===== src/design/w2s_pkg.sv =====
`timescale 1ns / 1ps
// ----------------------------------------------------------------------------
// w2s_pkg
// Shared types and constants of the world-to-screen projector
// ----------------------------------------------------------------------------
package w2s_pkg;

    localparam int CLIP_W    = 52;
    localparam int PROD_W    = 48;
    localparam int NUM_W     = 67;
    localparam int SQ_W      = 64;
    localparam int SREM_W    = 36;
    localparam int ITER_STEPS = 32;

    localparam logic [2:0] CFG_COEFF_A  = 3'd0;
    localparam logic [2:0] CFG_COEFF_B  = 3'd1;
    localparam logic [2:0] CFG_COEFF_C  = 3'd2;
    localparam logic [2:0] CFG_TRANS_XY = 3'd3;
    localparam logic [2:0] CFG_TRANS_ZW = 3'd4;
    localparam logic [2:0] CFG_VIEWPORT = 3'd5;

    localparam logic [63:0] RST_COEFF    = 64'd4096;
    localparam logic [63:0] RST_TRANS_XY = 64'd0;
    localparam logic [63:0] RST_TRANS_ZW = 64'h0001_0000_0000_0000;
    localparam logic [31:0] RST_VIEWPORT = 32'd70780800;

    typedef struct packed {
        logic signed [31:0] viewer_x;
        logic signed [31:0] viewer_y;
        logic signed [31:0] viewer_z;
        logic signed [31:0] object_x;
        logic signed [31:0] object_y;
        logic signed [31:0] object_z;
    } in_t;

    typedef struct packed {
        logic signed [31:0] screen_x;
        logic signed [31:0] screen_y;
        logic        [31:0] distance;
        logic               visible;
    } out_t;

    // state carried through the shared divide / square root steps
    typedef struct packed {
        logic                valid;
        logic                visible;
        logic                neg_x;
        logic                neg_y;
        logic                ov_x;
        logic                ov_y;
        logic                ov_s;
        logic [CLIP_W-1:0]   w;
        logic [CLIP_W-1:0]   rx;
        logic [CLIP_W-1:0]   ry;
        logic [31:0]         nbx;
        logic [31:0]         nby;
        logic [31:0]         qx;
        logic [31:0]         qy;
        logic [SREM_W-1:0]   srem;
        logic [SQ_W-1:0]     sval;
        logic [31:0]         root;
    } iter_t;

endpackage


===== src/design/w2s_iter_stage.sv =====
`timescale 1ns / 1ps
// ----------------------------------------------------------------------------
// w2s_iter_stage
// One registered step: a quotient bit for x and y and a root bit for distance
// ----------------------------------------------------------------------------
module w2s_iter_stage
(
    input  logic           clk,
    input  logic           rst_n,
    input  logic           en,
    input  w2s_pkg::iter_t cur,
    output w2s_pkg::iter_t step
);

    w2s_pkg::iter_t step_reg;
    w2s_pkg::iter_t step_next;

    always_comb
    begin
        logic [w2s_pkg::CLIP_W:0]   rrx;
        logic [w2s_pkg::CLIP_W:0]   rry;
        logic [w2s_pkg::CLIP_W:0]   wext;
        logic [w2s_pkg::SREM_W-1:0] srr;
        logic [w2s_pkg::SREM_W-1:0] trial;
        step_next = cur;
        wext = {1'b0, cur.w};
        rrx  = {cur.rx, cur.nbx[31]};
        rry  = {cur.ry, cur.nby[31]};
        if (rrx >= wext)
        begin
            rrx = rrx - wext;
            step_next.qx = {cur.qx[30:0], 1'b1};
        end
        else
        begin
            step_next.qx = {cur.qx[30:0], 1'b0};
        end
        if (rry >= wext)
        begin
            rry = rry - wext;
            step_next.qy = {cur.qy[30:0], 1'b1};
        end
        else
        begin
            step_next.qy = {cur.qy[30:0], 1'b0};
        end
        step_next.rx  = rrx[w2s_pkg::CLIP_W-1:0];
        step_next.ry  = rry[w2s_pkg::CLIP_W-1:0];
        step_next.nbx = {cur.nbx[30:0], 1'b0};
        step_next.nby = {cur.nby[30:0], 1'b0};

        // digit-by-digit root, two radicand bits per step
        srr   = {cur.srem[w2s_pkg::SREM_W-3:0], cur.sval[w2s_pkg::SQ_W-1 -: 2]};
        trial = {2'b00, cur.root, 2'b01};
        if (srr >= trial)
        begin
            step_next.srem = srr - trial;
            step_next.root = {cur.root[30:0], 1'b1};
        end
        else
        begin
            step_next.srem = srr;
            step_next.root = {cur.root[30:0], 1'b0};
        end
        step_next.sval = {cur.sval[w2s_pkg::SQ_W-3:0], 2'b00};
    end

    always_ff @(posedge clk or negedge rst_n)
    begin
        if (!rst_n)
        begin
            step_reg <= '0;
        end
        else if (en)
        begin
            step_reg <= step_next;
        end
    end

    assign step = step_reg;

endmodule

===== config.mk =====
export PLATFORM = sky130hd
export DESIGN_NAME = w2s_iter_stage
export DESIGN_NICKNAME = d
export VERILOG_FILES = /design/src/design/w2s_pkg.sv /design/src/design/w2s_iter_stage.sv
export SDC_FILE = /design/constraint.sdc
export NUM_CORES = 1
export LEC_CHECK = 0
export BUFFER_PORTS_ARGS = -buffer_cell sky130_fd_sc_hd__buf_4
export CORE_AREA = 2 2 330 332
export CTS_BUF_LIST = sky130_fd_sc_hd__clkbuf_8 sky130_fd_sc_hd__clkbuf_16
export DETAILED_ROUTE_END_ITERATION = 10
export DIE_AREA = 0 0 332 334
export GPL_TIMING_DRIVEN = 0
export PLACE_DENSITY = 0.53
export RECOVER_POWER = 100
export REMOVE_ABC_BUFFERS = 1
export SLEW_MARGIN = 20
export SYNTH_ARGS = -nofsm -noshare
export SYNTH_HDL_FRONTEND = slang
export SYNTH_SLANG_ARGS = --single-unit

===== constraint.sdc =====
create_clock -name clk -period 2.6 [get_ports clk]
set_input_delay 0.26 -clock clk [delete_from_list [all_inputs] [get_ports clk]]
set_output_delay 0.26 -clock clk [all_outputs]
set_load 0.02 [all_outputs]

==> flow_metrics.py, run 1 <==
metrics = {
    "status": {
        "status": "finished with violations",
        "violations": "max-capacitance violations, max-slew violations, negative setup slack",
    },
    "yosys": {
        "synth_area_leaders": "dfrtp_1, mux2_2, ha_1, a21oi_1, nor2_1",
        "synthFlopType": "dfrtp_1",
        "synth-seq-cells": 419,
        "async_flop_share_pct": 100,
        "synth_top_area_cell": "dfrtp_1",
        "synth-edff-count": 0,
        "yosysWarnings": 0,
        "synth_cell_types": 80,
        "synth_commonest_cells": "dfrtp_1, a21oi_1, mux2_2, nor2_1, ha_1",
        "synth.cell_area_mm2": 0.0251,
        "synth_most_common_cell": "dfrtp_1",
        "synth_top_area_share_pct": 41.7,
        "synth_cells": 2548,
        "synth-seq-area-share_pct": 41.7,
        "syn_area_per_cell_um2": 9.86,
    },
    "floorplan": {
        "fp.dieW_um": 332,
        "coreArea_mm2": 0.108,
        "start_util_pct": 23.3,
        "dieArea_mm2": 0.111,
        "die_h_um": 334,
        "rows": 121,
        "ios": 849,
    },
    "routing": {
        "drtIter0Drc": 1398,
        "avgRoutedWirePerCell_um": 23.0,
        "vias": 25000,
        "totalWireLength_um": 122000,
        "drc": 0,
        "drtAntennaViolNets": 0,
        "vias_per_cell": 4.74,
        "dr.pass1.iters": 6,
    },
    "run": {
        "drv_cap": 1,
    },
    "setup_path": {
        "critical_path_class": "in2reg",
        "r2r_cells": 2,
        "path_max_fanout": 5,
        "cp-end-kind": "flip-flop",
        "regToRegSetupSlack_ns": 1.61,
        "cp.arrival_ns": 3.36,
        "worstReg2RegStart": "step[363]$_DFFE_PN0P_",
        "timing.rr.end": "step[363]$_DFFE_PN0P_",
        "required_ns": 3.10,
        "cp-start-kind": "input port",
    },
    "clock_tree": {
        "clkTransAtPathRegs_ns": 0.06,
        "h-tree-depth": 2,
        "insertion_delay_ns": 0.66,
        "cts_buffers": 56,
        "cts_sinks": 419,
        "root_buffer": "clkbuf_16",
        "cts_tree": "built",
        "cts.path.max_buffers": 3,
    },
    "final_layout": {
        "largest_reg_flops": 419,
        "fill_cells": 10700,
        "drive_above_1_share_pct": 40.2,
        "syn2layout_area_growth_pct": 66.0,
        "final_util_pct": 38.7,
        "design_area_mm2": 0.0417,
        "fin_nets": 4386,
        "instances_no_fill": 5287,
    },
    "grt": {
        "antenna_found_initial": 38,
        "grt_pass1_wl_um": 173000,
        "grt_pass1_vias": 25800,
        "gr-total-overflow": 0,
        "grt_max_degree": 115,
        "grt.total_usage_pct": 20.9,
    },
    "placed_design": {
        "placed_area_mm2": 0.0330,
        "dp_slack_ns": -2.12,
        "dp_hpwl_um": 91400,
        "dpl.cell_count": 4676,
        "portBuffers": 840,
        "gp_congestion": 0.896,
    },
    "min_path": {
        "hold_path_class": "in2reg",
        "hold_path.startpoint": "cur[329]",
        "hold_depth": 3,
        "holdPathEnd": "step[330]$_DFFE_PN0P_",
    },
    "timing": {
        "period_share_pct": 110,
        "final-hold-violation-count": 0,
        "finalSetupViolations": 97,
        "slew_viol_final": 59,
        "finalCriticalPeriod_ns": 2.86,
        "skew_ns": 0,
        "rsz0062_at_grt": "true",
        "maxSlewHeadroom_pct": -9.07,
        "fmax_ghz": 0.350,
        "setup-tns-final_ns": -12.56,
        "whs_ns": 0.00983,
        "setup_slack_ns": -0.258,
        "worst_pin_slew_ns": 1.64,
    },
    "pwr": {
        "cellPowerDensity_mw_per_mm2": 596,
        "total_power_mw": 24.8,
        "comb_power_share_pct": 36.0,
        "p_sw_mw": 8.73,
        "pwr-share-clk_pct": 32.2,
        "pwr-share-seq_pct": 31.8,
        "leakage_nw": 19.0,
        "switching_share_pct": 35.2,
        "p_int_mw": 16.1,
        "vdd_drop_max_mv": 0.560,
    },
}
[critical path, stage by stage]
cell and delay [ns]:
buf_8 0.07, clkinvlp_4 0.16, ha_4 0.26, a21o_1 0.17, a21o_1 0.17, a21oi_2 0.19, o21ai_2 0.11, nor4_4 0.61
o21ai_4 0.17, a221o_4 0.49, buf_12 0.17, buf_16 0.15, mux2i_4 0.24, a21oi_2 0.08
[final cells by class]
type / instances / area, um^2 / share of cell area [%]
Multi-Input combinational cell: 1861 / 15100 / 36.2
Timing Repair Buffer: 1352 / 11900 / 28.6
Sequential cell: 419 / 10500 / 25.2
Tap cell: 1414 / 1770 / 4.24
Clock buffer: 65 / 1530 / 3.66
Inverter: 130 / 517 / 1.24
Clock inverter: 35 / 349 / 0.837
Antenna cell: 11 / 27.5 / 0.0660
[worst max-delay path by stage]
stage,startpoint,end,slack (ns),cells after the start
after CTS,cur[399],step[331]$_DFFE_PN0P_,-0.33,14
after floorplan,cur[0],step[127]$_DFFE_PN0P_,-1.85,11
after detailed placement,cur[398],step[331]$_DFFE_PN0P_,-2.12,13
after global routing,cur[401],step[331]$_DFFE_PN0P_,-0.28,14
after global placement,en,step[304]$_DFFE_PN0P_,-7.95,4
final,cur[382],step[331]$_DFFE_PN0P_,-0.26,14
[cells in the final DEF (no fill, tap or decap), types with 66 or more instances in the layout]
| cell | count |
|---|---|
| dfrtp_1 | 419 |
| a21o_1 | 88 |
| mux2_2 | 281 |
| o21ai_0 | 66 |
| nor2_1 | 216 |
| dlygate4sd3_1 | 415 |
| buf_4 | 882 |
| nand2_1 | 126 |
| a21oi_1 | 248 |
| ha_1 | 90 |
| xnor2_1 | 70 |
| inv_1 | 122 |
[routing by layer]
layer / GRT usage [%] / vias up / wire length (um)
li1: - / 11700 / -
met1: 23.5 / 12200 / 46500
met2: 37.6 / 866 / 61000
met3: 5.07 / 246 / 7770
met4: 8.81 / 38 / 6230
met5: 0 / - / 241
[timing repair]
| item | CTS | global route |
|---|---|---|
| gates cloned | 15 | 2 |
| resized for setup | 215 | 160 |
| pin swaps | 64 | 49 |
| hold buffers | 415 | 0 |
| setup buffers | 46 | 31 |
| endpoints found under the setup margin | 142 | 127 |
| endpoints found under the hold margin | 482 | 0 |
[kinds of logic after synthesis]
family / share of synthesized area [%]
compound gates: 16.2
xor+xnor: 4.05
fa+ha+maj: 7.03
buf+inv: 4.52
flops: 41.7
mux: 15.6
other cells: 0.0149
simple gates: 10.8
[power by group through the flow]
stage / clock network (mW) / registers, mW / logic, mW
5_1_grt: 8.49 / 8.00 / 9.49
2_1_floorplan: 0 / 9.01 / 2.84
4_1_cts: 8.26 / 7.89 / 8.67
3_3_place_gp: 0 / 7.97 / 7.53
3_5_place_dp: 0 / 7.99 / 7.52
6_report: 7.99 / 7.89 / 8.95
Note: power is estimated with default switching activity, not from simulation.
==> run 2, diff against run 1 <==
CORE_AREA = 2 2 333 335   (was 2 2 330 332)
DIE_AREA = 0 0 335 337   (was 0 0 332 334)
==> run 2 against run 1 <==
Compared with the run above:
- the run still ends with max-capacitance violations, max-slew violations, negative setup slack left
- maximum frequency shrank 1.4%
- power grew 0.16%
- wire length grew 1.5%
- register-to-register slack gained 0.06 ns
- count of clock-buffer cells in the layout grew 3
- die area grew 1.8%
- via count grew 0.33%
- utilization shrank 0.39 points
- clock power shrank 0.9%
- final cell count grew 0.72%
- clock skew is the same
- flip-flop and latch count is the same
- critical endpoint is now step[275]$_DFFE_PN0P_
- largest cell class unchanged
==> flow_metrics.py, run 2 (synthesis results as in run 1) <==
metrics = {
    "clock_tree": {
        "clkTransAtPathRegs_ns": 0.06,
        "cts_tree": "built",
        "cts_sinks": 419,
        "insertion_delay_ns": 0.63,
        "cts.path.max_buffers": 3,
        "root_buffer": "clkbuf_16",
        "cts_buffers": 55,
        "h-tree-depth": 2,
    },
    "setup_path": {
        "cp-end-kind": "flip-flop",
        "cp.arrival_ns": 3.39,
        "cp-start-kind": "input port",
        "critical_path_class": "in2reg",
        "required_ns": 3.10,
        "path_max_fanout": 5,
    },
    "timing": {
        "fmax_ghz": 0.345,
        "final-hold-violation-count": 0,
        "worst_pin_slew_ns": 1.97,
        "setup-tns-final_ns": -19.39,
        "finalCriticalPeriod_ns": 2.90,
        "setup_slack_ns": -0.298,
        "skew_ns": 0,
        "whs_ns": 0.0881,
        "period_share_pct": 111,
        "maxSlewHeadroom_pct": -31.6,
        "finalSetupViolations": 174,
        "rsz0062_at_grt": "true",
        "slew_viol_final": 70,
    },
    "routing": {
        "vias": 25100,
        "vias_per_cell": 4.72,
        "dr.pass1.iters": 5,
        "totalWireLength_um": 123000,
        "drtAntennaViolNets": 0,
        "drtIter0Drc": 1315,
        "avgRoutedWirePerCell_um": 23.2,
        "drc": 0,
    },
    "pwr": {
        "total_power_mw": 24.9,
        "leakage_nw": 19.1,
        "cellPowerDensity_mw_per_mm2": 593,
        "vdd_drop_max_mv": 0.604,
    },
    "placed_design": {
        "dp_hpwl_um": 93400,
        "gp_congestion": 0.914,
        "placed_area_mm2": 0.0330,
        "dpl.cell_count": 4686,
        "portBuffers": 840,
    },
    "final_layout": {
        "final_common_cell": "buf_4",
        "multiInputGateArea_mm2": 0.0152,
        "fill_cells": 11000,
        "fin_nets": 4399,
        "regArea_mm2": 0.0105,
        "design_area_mm2": 0.0420,
        "largest_reg_flops": 419,
        "most-common-layout-cells": "buf_4, dfrtp_1, dlygate4sd3_1",
        "instances_no_fill": 5325,
        "drive_above_1_share_pct": 41.0,
        "syn2layout_area_growth_pct": 67.0,
    },
    "floorplan": {
        "start_util_pct": 22.9,
        "rows": 122,
        "ios": 849,
        "dieArea_mm2": 0.113,
        "coreArea_mm2": 0.110,
        "die_h_um": 337,
        "fp.dieW_um": 335,
    },
    "grt": {
        "grt_util_met2_pct": 36.9,
        "use_met3_pct": 5.80,
        "gr-total-overflow": 0,
        "antenna_found_initial": 45,
        "grt.total_usage_pct": 20.7,
        "grt_pass1_vias": 25600,
        "grt_max_degree": 119,
        "met1_usage_pct": 23.3,
        "grt.busiest_layer": "met2",
        "grt_pass1_wl_um": 174000,
    },
    "run": {
        "drv_cap": 1,
    },
    "status": {
        "status": "finished with violations",
        "violations": "max-capacitance violations, max-slew violations, negative setup slack",
    },
    "min_path": {
        "hold_path_class": "in2reg",
    },
}
-- run 2: cell count changes in the layout (fill, tap and decap cells not counted), sizes merged --
cell           previous run  this run
clkinvlp                 10        11
clkbuf                   67        73
clkinv                   15        12
inv                     136       137
dlygate4sd3             415       414
a221o                     6         5
buf                     933       946
bufinv                    4         3
diode                    11        22
bufbuf                    1         2
clkdlybuf4s18             1         0
-- run 2: cell type report --
cell class | count | area share, %
Inverter | 130 | 1.23
Clock inverter | 33 | 0.722
Clock buffer | 68 | 3.73
Antenna cell | 22 | 0.131
Tap cell | 1426 | 4.25
Multi-Input combinational cell | 1860 | 36.3
Sequential cell | 419 | 25.0
Timing Repair Buffer | 1367 | 28.6
-- run 2: worst paths after layout --
check,from,to,slack [ns],depth (start not counted)
setup / recovery,cur[412],step[275]$_DFFE_PN0P_,-0.30,15
hold / removal,cur[97],step[99]$_DFFE_PN0P_,0.09,4
setup reg to reg,step[363]$_DFFE_PN0P_,step[363]$_DFFE_PN0P_,1.67,2
hold reg to reg,step[129]$_DFFE_PN0P_,step[129]$_DFFE_PN0P_,0.50,2
max in group asynchronous,rst_n,step[302]$_DFFE_PN0P_,0.59,5
min in group asynchronous,rst_n,step[244]$_DFFE_PN0P_,0.21,2
-- run 2: routing by layer --
metal  wire [um]  up-vias
met2       62100      791
met3        8670      207
met5         229        -
met4        5380       36
met1       47100    12400
li1            -    11700
-- run 2: where the power goes --
part | switching, mW | internal, mW
sequential | 0.497 | 7.39
clock | 3.34 | 4.58
combinational | 4.91 | 4.16
total | 8.75 | 16.1
-- run 2: repair_timing --
action                     4_1_cts  5_1_grt
buffers inserted                46       45
pin swaps                       69       59
gates resized for setup        236      173
cloned                          16        2
hold endpoints to repair       497        0
hold buffers                   414        0
setup endpoints to repair      142      134
-- run 2: per-stage QoR --
step | worst slack (ns) | util (%)
after floorplan | -1.85 | -
after CTS | -0.278 | 37.2
after global routing | -0.253 | 38.3
final | -0.298 | 38.3
after global placement | -7.84 | 29.7
after detailed placement | -2.35 | 30.1
-- run 2: critical path, stage by stage --
cell        delay, ns
buf_8            0.08
clkinvlp_4       0.14
ha_4             0.39
nand4_1          0.21
or3_4            0.39
nor3_4           0.18
nand4_1          0.19
nor3_4           0.53
a2111oi_4        0.13
nand3_4          0.11
buf_12           0.15
buf_12           0.15
buf_16           0.15
mux2i_2          0.22
a21oi_1          0.09
==> run 3, diff against run 2 <==
SETUP_SLACK_MARGIN = 0.15   (was default)
SLEW_MARGIN = default   (was 20)
TNS_END_PERCENT = 50   (was default)
==> run 3 against run 2 <==
Compared with the run above:
- the flow still finishes with violations (max-capacitance violations, max-slew violations, negative setup slack)
- first-iteration DRC count is 6.6% higher
- non-clock buffer count is 16 lower
- final cell count is 0.49% lower
- final area is 4.7% lower
- setup slack worse by 0.0091 ns
- via count is 0.14% lower
- flip-flop and latch count stayed put
- critical path depth stayed put
- clock skew stayed put
- clock power is 5.9% lower
- largest cell class unchanged
==> flow_metrics.py, run 3 (synthesis results as in run 1) <==
metrics = {
    "setup_path": {
        "max_stage_delay_ns": 0.59,
        "critical_path_class": "in2reg",
        "cp.arrival_ns": 3.44,
        "worstReg2RegStart": "step[363]$_DFFE_PN0P_",
        "required_ns": 3.13,
        "cp-start-kind": "input port",
        "r2r_cells": 2,
        "worst-path-stages": 15,
        "crit_chain": "buf_4 > inv_4 > ha_4 > a21oi_4 > o21ai_1 > a31oi_2 > o21ai_2 > nor4_4 > o21ai_4 > a221o_4 > buf_12 > buf_16 > nand3b_1 > mux2i_2 > a211o_1",
        "path_max_fanout": 8,
        "timing.rr.end": "step[363]$_DFFE_PN0P_",
        "slowest_stage": "nor4_4",
        "critPathTopFamily": "compound AO/OA/AOI/OAI gates",
        "cp-end-kind": "flip-flop",
        "crit_buf_inv": 4,
        "regToRegSetupSlack_ns": 1.68,
    },
    "final_layout": {
        "multiInputGateArea_mm2": 0.0152,
        "design_area_mm2": 0.0400,
        "drive_above_1_share_pct": 29.5,
        "instances_no_fill": 5299,
        "fin_nets": 4381,
        "regArea_mm2": 0.0105,
        "syn2layout_area_growth_pct": 59.2,
        "fill_cells": 11300,
        "most-common-layout-cells": "buf_4, clkbuf_1, dfrtp_1",
        "largest_reg_flops": 419,
        "final_common_cell": "buf_4",
    },
    "pwr": {
        "pwr-share-seq_pct": 33.3,
        "p_sw_mw": 8.61,
        "cellPowerDensity_mw_per_mm2": 590,
        "pwr-share-clk_pct": 31.6,
        "leakage_nw": 17.4,
        "p_int_mw": 15.0,
        "total_power_mw": 23.6,
        "vdd_drop_max_mv": 0.526,
        "comb_power_share_pct": 35.1,
        "switching_share_pct": 36.5,
    },
    "grt": {
        "gr-total-overflow": 0,
        "antenna_found_initial": 43,
        "grt_pass1_vias": 25500,
        "grt_max_degree": 137,
        "grt_pass1_wl_um": 175000,
        "grt.total_usage_pct": 20.8,
    },
    "timing": {
        "final-hold-violation-count": 0,
        "slew_viol_final": 103,
        "skew_ns": 0,
        "fmax_ghz": 0.344,
        "setup_slack_ns": -0.307,
        "setup-tns-final_ns": -14.08,
        "period_share_pct": 112,
        "maxSlewHeadroom_pct": -4.66,
        "finalCriticalPeriod_ns": 2.91,
        "whs_ns": 0.0676,
        "finalSetupViolations": 92,
        "rsz0062_at_grt": "true",
        "worst_pin_slew_ns": 1.57,
    },
    "routing": {
        "dr.pass1.iters": 5,
        "drtAntennaViolNets": 0,
        "vias": 25100,
        "totalWireLength_um": 124000,
        "drc": 0,
        "drtIter0Drc": 1402,
        "avgRoutedWirePerCell_um": 23.4,
        "vias_per_cell": 4.73,
    },
    "placed_design": {
        "gp_congestion": 0.914,
        "dp_hpwl_um": 92900,
        "dpl.cell_count": 4685,
        "placed_area_mm2": 0.0329,
        "portBuffers": 840,
    },
    "clock_tree": {
        "clkTransAtPathRegs_ns": 0.06,
        "cts_tree": "built",
        "root_buffer": "clkbuf_16",
        "cts_sinks": 419,
        "insertion_delay_ns": 0.62,
        "h-tree-depth": 2,
        "cts.path.max_buffers": 3,
        "cts_buffers": 53,
    },
    "floorplan": {
        "dieArea_mm2": 0.113,
        "fp.dieW_um": 335,
        "rows": 122,
        "start_util_pct": 22.9,
        "die_h_um": 337,
        "coreArea_mm2": 0.110,
        "ios": 849,
    },
    "min_path": {
        "hold_depth": 2,
        "holdPathEnd": "step[0]$_DFFE_PN0P_",
        "hold_path_class": "in2reg",
        "hold_path.startpoint": "en",
    },
    "status": {
        "status": "finished with violations",
        "violations": "max-capacitance violations, max-slew violations, negative setup slack",
    },
    "run": {
        "drv_cap": 1,
    },
}
## run 3: stage by stage
| step | worst slack [ns] | utilization [%] |
|---|---|---|
| 6_report | -0.307 | 36.5 |
| 5_1_grt | -0.292 | 36.5 |
| 4_1_cts | -0.274 | 37.0 |
| 3_5_place_dp | -2.30 | 30.0 |
| 3_3_place_gp | -7.84 | 29.7 |
| 2_1_floorplan | -1.85 | - |
## run 3: power by group through the flow
stage / registers (mW) / logic (mW) / clock network (mW)
finish: 7.86 / 8.28 / 7.45
global route: 7.97 / 8.84 / 7.97
CTS: 7.88 / 8.72 / 7.75
detailed placement: 7.98 / 7.55 / 0
global placement: 7.96 / 7.57 / 0
floorplan: 9.01 / 2.84 / 0
## run 3: what timing repair did
action / CTS / global route
endpoints found under the hold margin: 527 / 0
setup endpoints to repair: 143 / 139
cloned: 14 / 2
pin swaps: 105 / 50
setup buffers: 40 / 30
resized for setup: 256 / 134
hold buffers: 415 / 0
## run 3: layer usage
layer | vias up | track usage [%] | wire length [um] | part of all wire [%]
met3 | 257 | 5.68 | 8420 | 6.8
met1 | 12300 | 23.4 | 47300 | 38
met5 | - | 0 | 276 | 0.22
li1 | 11700 | - | - | -
met2 | 846 | 37.3 | 62000 | 50
met4 | 42 | 8.20 | 5720 | 4.6
## run 3: how the worst max path moves through the flow
stage	from	endpoint	slack (ns)
after floorplan	cur[0]	step[127]$_DFFE_PN0P_	-1.85
after global placement	en	step[304]$_DFFE_PN0P_	-7.84
after detailed placement	cur[399]	step[360]$_DFFE_PN0P_	-2.30
after CTS	cur[399]	step[352]$_DFFE_PN0P_	-0.27
after global routing	cur[382]	step[352]$_DFFE_PN0P_	-0.29
final	cur[380]	step[352]$_DFFE_PN0P_	-0.31
## run 3: area by class of cell
cell class | instances | area share, %
Timing Repair Buffer | 1351 | 25.7
Clock inverter | 28 | 0.535
Multi-Input combinational cell | 1860 | 37.9
Sequential cell | 419 | 26.2
Antenna cell | 18 | 0.113
Tap cell | 1426 | 4.46
Inverter | 130 | 1.31
Clock buffer | 67 | 3.80
## run 3: worst register-to-register path, cell delays in order (launching register included)
cell	delay (ns)
dfrtp_1	0.37
o2bb2ai_1	0.11
or3_1	0.31
